**config.mk**
```make
export PLATFORM = sky130hd
export DESIGN_NAME = lis_cell
export DESIGN_NICKNAME = d
export VERILOG_FILES = /design/src/hw/rtl/assert_macros.svh /design/src/hw/rtl/lis_pkg.sv /design/src/hw/rtl/lis_cell.sv
export SDC_FILE = /design/constraint.sdc
export NUM_CORES = 1
export LEC_CHECK = 0
export ABC_AREA = 1
export BUFFER_PORTS_ARGS = -buffer_cell sky130_fd_sc_hd__buf_4
export CAP_MARGIN = 20
export CORE_UTILIZATION = 40
export CTS_CLUSTER_SIZE = 28
export DETAILED_ROUTE_END_ITERATION = 12
export PLACE_DENSITY = 0.67
export SLEW_MARGIN = 20
export SYNTH_ARGS = -nofsm -noshare
export SYNTH_HDL_FRONTEND = slang
export SYNTH_SLANG_ARGS = --single-unit
export TNS_END_PERCENT = 1
```
**constraint.sdc**
```tcl
create_clock -name clk_i -period 1.9 [get_ports clk_i]
set_clock_uncertainty 0.05 [all_clocks]
set_input_delay 0.19 -clock clk_i [delete_from_list [all_inputs] [get_ports clk_i]]
set_output_delay 0.19 -clock clk_i [all_outputs]
set_load 0.005 [all_outputs]
```
**src/hw/rtl/assert_macros.svh**
```systemverilog
// ----------------------------------------------------------------------------
// Assertion macros
// Concurrent assertion wrappers shared by the RTL; empty in synthesis builds.
// ----------------------------------------------------------------------------
`ifndef ASSERT_MACROS_SVH
`define ASSERT_MACROS_SVH

`ifndef SYNTHESIS

// prop must hold at every clock edge outside reset
`define LIS_ASSERT(lbl, clk, rstn, prop, msg) \
  lbl: assert property (@(posedge clk) disable iff (!(rstn)) (prop)) \
    else $error(msg);

// cond must never be true at a clock edge outside reset
`define LIS_ASSERT_NEVER(lbl, clk, rstn, cond, msg) \
  lbl: assert property (@(posedge clk) disable iff (!(rstn)) !(cond)) \
    else $error(msg);

`else

`define LIS_ASSERT(lbl, clk, rstn, prop, msg)

`define LIS_ASSERT_NEVER(lbl, clk, rstn, cond, msg)

`endif

`endif

```
**src/hw/rtl/lis_pkg.sv**
```systemverilog
// ----------------------------------------------------------------------------
// LIS package
// Sizes, link and request structs, and state encodings of the LIS block.
// ----------------------------------------------------------------------------
package lis_pkg;

  localparam int unsigned MAX_ITEMS = 64;  // capacity, 2..64
  localparam int unsigned IDX_W     = 6;   // element position width
  localparam int unsigned LEN_W     = 7;   // run length / predecessor width
  localparam int unsigned VAL_W     = 32;

  // predecessor code for an element that starts its run
  localparam logic [LEN_W-1:0] NO_PRED = LEN_W'(1 << IDX_W);

  // handed from each tail cell to the next one
  typedef struct packed {
    logic             less;  // this tail is strictly below the search value
    logic [LEN_W-1:0] pos;   // position of this tail's element
  } link_t;

  // per-cell result of the update step
  typedef struct packed {
    logic             hit;     // first tail not below the value
    logic             append;  // hit lands on an empty cell
    logic [LEN_W-1:0] pred;    // position of the tail one to the left
  } cell_out_t;

  typedef struct packed {
    logic                    en;
    logic [IDX_W-1:0]        addr;
    logic signed [VAL_W-1:0] value;
    logic [LEN_W-1:0]        pred;
  } elem_wr_t;

  typedef struct packed {
    logic             start;
    logic [LEN_W-1:0] len;
    logic [IDX_W-1:0] last_idx;
    logic             ovf;
  } trace_req_t;

  typedef enum logic [2:0] {
    CS_IDLE,
    CS_CMP,
    CS_UPD,
    CS_START,
    CS_WAIT
  } ctrl_state_e;

  typedef enum logic [1:0] {
    TS_IDLE,
    TS_WALK,
    TS_EMIT
  } trace_state_e;

endpackage

```
**src/hw/rtl/lis_cell.sv**
```systemverilog
// ----------------------------------------------------------------------------
// LIS tail cell
// Holds the smallest tail of one run length and updates it from the search.
// ----------------------------------------------------------------------------
module lis_cell (
  input  logic                             clk_i,
  input  logic                             rst_ni,
  input  logic                             cmp_en_i,
  input  logic                             upd_en_i,
  input  logic                             clr_i,
  input  logic signed [lis_pkg::VAL_W-1:0] value_i,
  input  logic [lis_pkg::IDX_W-1:0]        pos_i,
  input  lis_pkg::link_t                   link_i,
  output lis_pkg::link_t                   link_o,
  output lis_pkg::cell_out_t               out_o
);
  import lis_pkg::*;

  logic                    valid_q;
  logic                    less_q;
  logic signed [VAL_W-1:0] tail_q;
  logic [IDX_W-1:0]        pos_q;
  logic                    hit;
  logic                    write;

  // boundary: left neighbor is below the value, this tail is not
  assign hit   = link_i.less && !less_q;
  // equal value leaves the tail alone
  assign write = upd_en_i && hit && (!valid_q || (tail_q != value_i));

  always_ff @(posedge clk_i or negedge rst_ni) begin
    if (!rst_ni) begin
      valid_q <= 1'b0;
      less_q  <= 1'b0;
    end else if (clr_i) begin
      valid_q <= 1'b0;
      less_q  <= 1'b0;
    end else begin
      if (cmp_en_i) begin
        less_q <= valid_q && (tail_q < value_i);
      end
      if (write) begin
        valid_q <= 1'b1;
      end
    end
  end

  always_ff @(posedge clk_i) begin
    if (write) begin
      tail_q <= value_i;
      pos_q  <= pos_i;
    end
  end

  assign link_o.less  = less_q;
  assign link_o.pos   = {1'b0, pos_q};

  assign out_o.hit    = hit;
  assign out_o.append = hit && !valid_q;
  assign out_o.pred   = hit ? link_i.pos : '0;

endmodule

```
==> impl_summary.log <==
[metrics] run status: finished with violations
[metrics] violated checks: setup timing
[metrics] Syn. warnings: 0
[metrics] RSZ-0062 raised after global routing: yes
[metrics] Clock power frac: 33.0%
[metrics] Global Route met1 Usage: 19.33%
[metrics] critical register-to-register path endpoint: valid_q$_DFFE_PN0P_
[metrics] share of the clock period used by the worst path: 102.1%
[metrics] die area: 5947 sq um
[metrics] Clock Tree Buf Depth: 2
[metrics] Max Fclk: 515.6 MHz
[metrics] maximum VDD drop: 556.4 uV
[metrics] Worst Min Path Start: cmp_en_i
[metrics] Placed Instances: 364
[metrics] portion of the post-synthesis area used by sequential elements: 52.77%
[metrics] RD Place Congestion: 0.7225
[metrics] CTS tree: built
[metrics] number of unique standard cell types used by synthesis: 22
[metrics] max-capacitance violation count: 0
[metrics] r2r startpoint: tail_q[13]$_DFFE_PP_
[metrics] worst-case hold path end point: less_q$_DFFE_PN0P_
[metrics] H-tree lvl count: 2
[metrics] Worst Hold Depth: 2
[metrics] register-to-register setup slack: -0.04 ns
[metrics] sink count of the clock tree: 40
[metrics] critical path fanouts, max: 10
[metrics] number of rows in the core area: 26
[metrics] proportion of total power due to net switching: 23.18%
[metrics] global-route wire length before repair: 7.383 mm
[metrics] overall power after layout: 2.075 mW
[metrics] Startpoint Class: flop
[metrics] Post-Place Worst Slack: -0.1704 ns
[metrics] Overall Global Routing Usage: 15.85%
[metrics] core outline area: 5270 sq um
[metrics] combinational cell fraction of total power: 17.7%
[metrics] aggregate routed wire length: 4.300 mm
[metrics] TritonCTS buffer count: 5
[metrics] final-stage net count: 390
[metrics] leading cell type in the layout, fill and taps excluded: sky130_fd_sc_hd__buf_4
[metrics] critical path data required time: 2.04 ns
[metrics] net count after synthesis: 307
[metrics] largest area contributor in the synthesized netlist: sky130_fd_sc_hd__edfxtp_1
[metrics] number of iterations in the first detailed-routing pass: 4
[metrics] number of violations reported at the end of detailed-routing iteration 0: 60
[metrics] net load switching power: 481.0 uW
[metrics] die boundary height: 77.12 um
[metrics] Setup crit end kind: flop
[metrics] commonest non-fill, non-tap cells in the layout: sky130_fd_sc_hd__buf_4, sky130_fd_sc_hd__inv_1, sky130_fd_sc_hd__nand2_1, sky130_fd_sc_hd__edfxtp_1, sky130_fd_sc_hd__ha_1
[metrics] launching element of the worst setup path: tail_q[13]$_DFFE_PP_
[metrics] Clock Root Buffer: sky130_fd_sc_hd__clkbuf_8
[metrics] final core utilization: 59.64%
[metrics] # setup viols final: 39
[metrics] number of fill cells in the layout: 494
[metrics] Post-Layout Cell Count: 378
[metrics] cells taking the most area after synthesis: sky130_fd_sc_hd__edfxtp_1, sky130_fd_sc_hd__ha_1, sky130_fd_sc_hd__inv_1
[metrics] leakage: 1.619 nW
[metrics] M3 GR Usage: 4.167%
[metrics] average footprint of a synthesized cell: 10.08 sq um
[metrics] cell area after synthesis: 2257 sq um
[metrics] clock latency reported for the late side of the worst-skew pair: 0.29 ns
[metrics] path class of the lowest-slack min-delay path: input port to flop
[metrics] DR DRC count: 0
[metrics] ports placed on the boundary: 68
[metrics] DIE WIDTH: 77.12 um
[metrics] clock input transition at the sequential cells of the worst setup and hold paths: 0.08 ns
[metrics] number of diodes: 0
[metrics] post-synthesis instance total: 224
[metrics] fin worst setup slack: -0.03967 ns
[metrics] maximum number of pins on one net before global-route repair: 20
[metrics] via-per-instance ratio: 4.447
[metrics] number of antenna violations at the first check in global routing: 0
[metrics] arrival time at the worst endpoint: 2.08 ns
[metrics] routed wire length per instance: 11.38 um
[metrics] initial core utilization: 42.83%
[metrics] layer with the highest usage after global routing: met2
[metrics] Congestion Overflow GR: 0
[metrics] critical setup path kind: flop to flop
[metrics] Setup TNS Final: -0.7598 ns
[metrics] cells on worst reg2reg path: 10
[metrics] HPWL after DPL: 3.110 mm
[metrics] count of nets left with antenna violations after detail routing: 0
[metrics] part of the power in registers: 49.4%
[metrics] via count: 1681
[metrics] growth of design area from synthesis to finish: 39.25%
[metrics] number of register bits inferred by synthesis: 40
[metrics] PwrDens: 660.2 nW/um^2
[metrics] number of global-route vias before repair: 1792
[metrics] proportion of layout cells with a drive suffix above 1: 34.42%
[metrics] total count of hold-check failures in the final report: 0
[metrics] internal power of the cells: 1.594 mW
[metrics] Final Max Tran Viols: 0
[metrics] post-layout min period: 1.940 ns
[metrics] Yosys top cell area share: 50.55%
[metrics] M2 GR Usage: 26.37%
[metrics] Buffers on Ports: 66
==> worst max-delay path by stage <==
stage               slack [ns]  cells after the start                   end
global placement         -0.13                     10    pos_q[4]$_DFFE_PP_
CTS                      -0.06                     11   valid_q$_DFFE_PN0P_
floorplan                 0.01                     10    pos_q[0]$_DFFE_PP_
detailed placement       -0.17                     10  tail_q[10]$_DFFE_PP_
global route             -0.19                     10   valid_q$_DFFE_PN0P_
finish                   -0.04                     10   valid_q$_DFFE_PN0P_
==> registers in the layout, summed over array words and instances, names as in the netlist <==
name,count
less_q,1
tail_q,32
pos_q,6
valid_q,1
==> power by group through the flow <==
stage          Clock [mW]  Combinational (mW)  Sequential (mW)
6_report            0.684               0.367             1.02
4_1_cts             0.702               0.357             1.02
5_1_grt             0.730               0.416             1.03
3_3_place_gp            0               0.315             1.04
2_1_floorplan           0               0.163             1.04
3_5_place_dp            0               0.323             1.04
==> cell usage after synthesis, drive strengths merged <==
cell type / count
a21o: 3
a21oi: 11
and2: 1
buf: 3
clkinv: 1
conb: 1
dfrtp: 2
edfxtp: 38
ha: 32
inv: 57
nand2: 44
nand3: 3
nand4: 4
nor2: 21
o21a: 2
o21ai: 1
==> worst max-delay path, cell delays in order (launching register included) <==
cell and delay (ns):
sky130_fd_sc_hd__edfxtp_1 0.42, sky130_fd_sc_hd__ha_4 0.30, sky130_fd_sc_hd__nand2_4 0.05, sky130_fd_sc_hd__nor2_4 0.11, sky130_fd_sc_hd__nand4_1 0.16, sky130_fd_sc_hd__nor2_4 0.15, sky130_fd_sc_hd__nand4_1 0.14, sky130_fd_sc_hd__nand3_4 0.12
sky130_fd_sc_hd__buf_12 0.13, sky130_fd_sc_hd__inv_16 0.04, sky130_fd_sc_hd__o21a_1 0.16
==> per-layer routing <==
| metal | wire length [um] | share of wire (%) | up-vias |
|---|---|---|---|
| li1 | - | - | 877 |
| met1 | 1903 | 44 | 751 |
| met2 | 2060 | 48 | 44 |
| met3 | 216 | 5.0 | 9 |
| met4 | 121 | 2.8 | 0 |
| met5 | 0 | 0 | - |
==> kinds of logic (layout without fill, tap and decap cells) <==
| family | Yosys count | after routing | share of synthesized area [%] |
|---|---|---|---|
| other | 1 | 1 | 0.1661 |
| AO/OA/AOI/OAI | 17 | 17 | 4.490 |
| adder cells (fa/ha/maj) | 32 | 32 | 17.74 |
| buffers and inverters | 61 | 145 | 10.64 |
| flip-flops | 40 | 40 | 52.77 |
| AND/OR/NAND/NOR | 73 | 73 | 14.19 |
==> through the flow <==
| stage | hold WS (ns) | cell area [sq um] |
|---|---|---|
| 2_1_floorplan | -0.1556 | 2260 |
| 3_3_place_gp | -0.07605 | 2873 |
| 3_5_place_dp | -0.07622 | 2873 |
| 4_1_cts | 0.01007 | 3105 |
| 5_1_grt | 0.005148 | 3143 |
| 6_report | 0.01905 | 3143 |
==> area by class of cell <==
type | instances | area, sq um | share of cell area, %
Tap cell | 70 | 87.58 | 2.787
Sequential cell | 40 | 1191 | 37.90
Clock buffer | 6 | 72.57 | 2.309
Clock inverter | 2 | 35.03 | 1.115
Multi-Input combinational cell | 123 | 899.6 | 28.62
Timing Repair inverter | 2 | 22.52 | 0.7166
Timing Repair Buffer | 77 | 600.6 | 19.11
Inverter | 58 | 234.0 | 7.444
==> what timing repair did <==
action	CTS	global route
endpoints found under the hold margin	2	0
setup endpoints to repair	39	40
resized for setup	12	8
gates cloned	2	0
pin swaps	6	5
hold buffers	1	0
setup buffers	3	0
No activity file was read; power rests on OpenSTA's default activity.
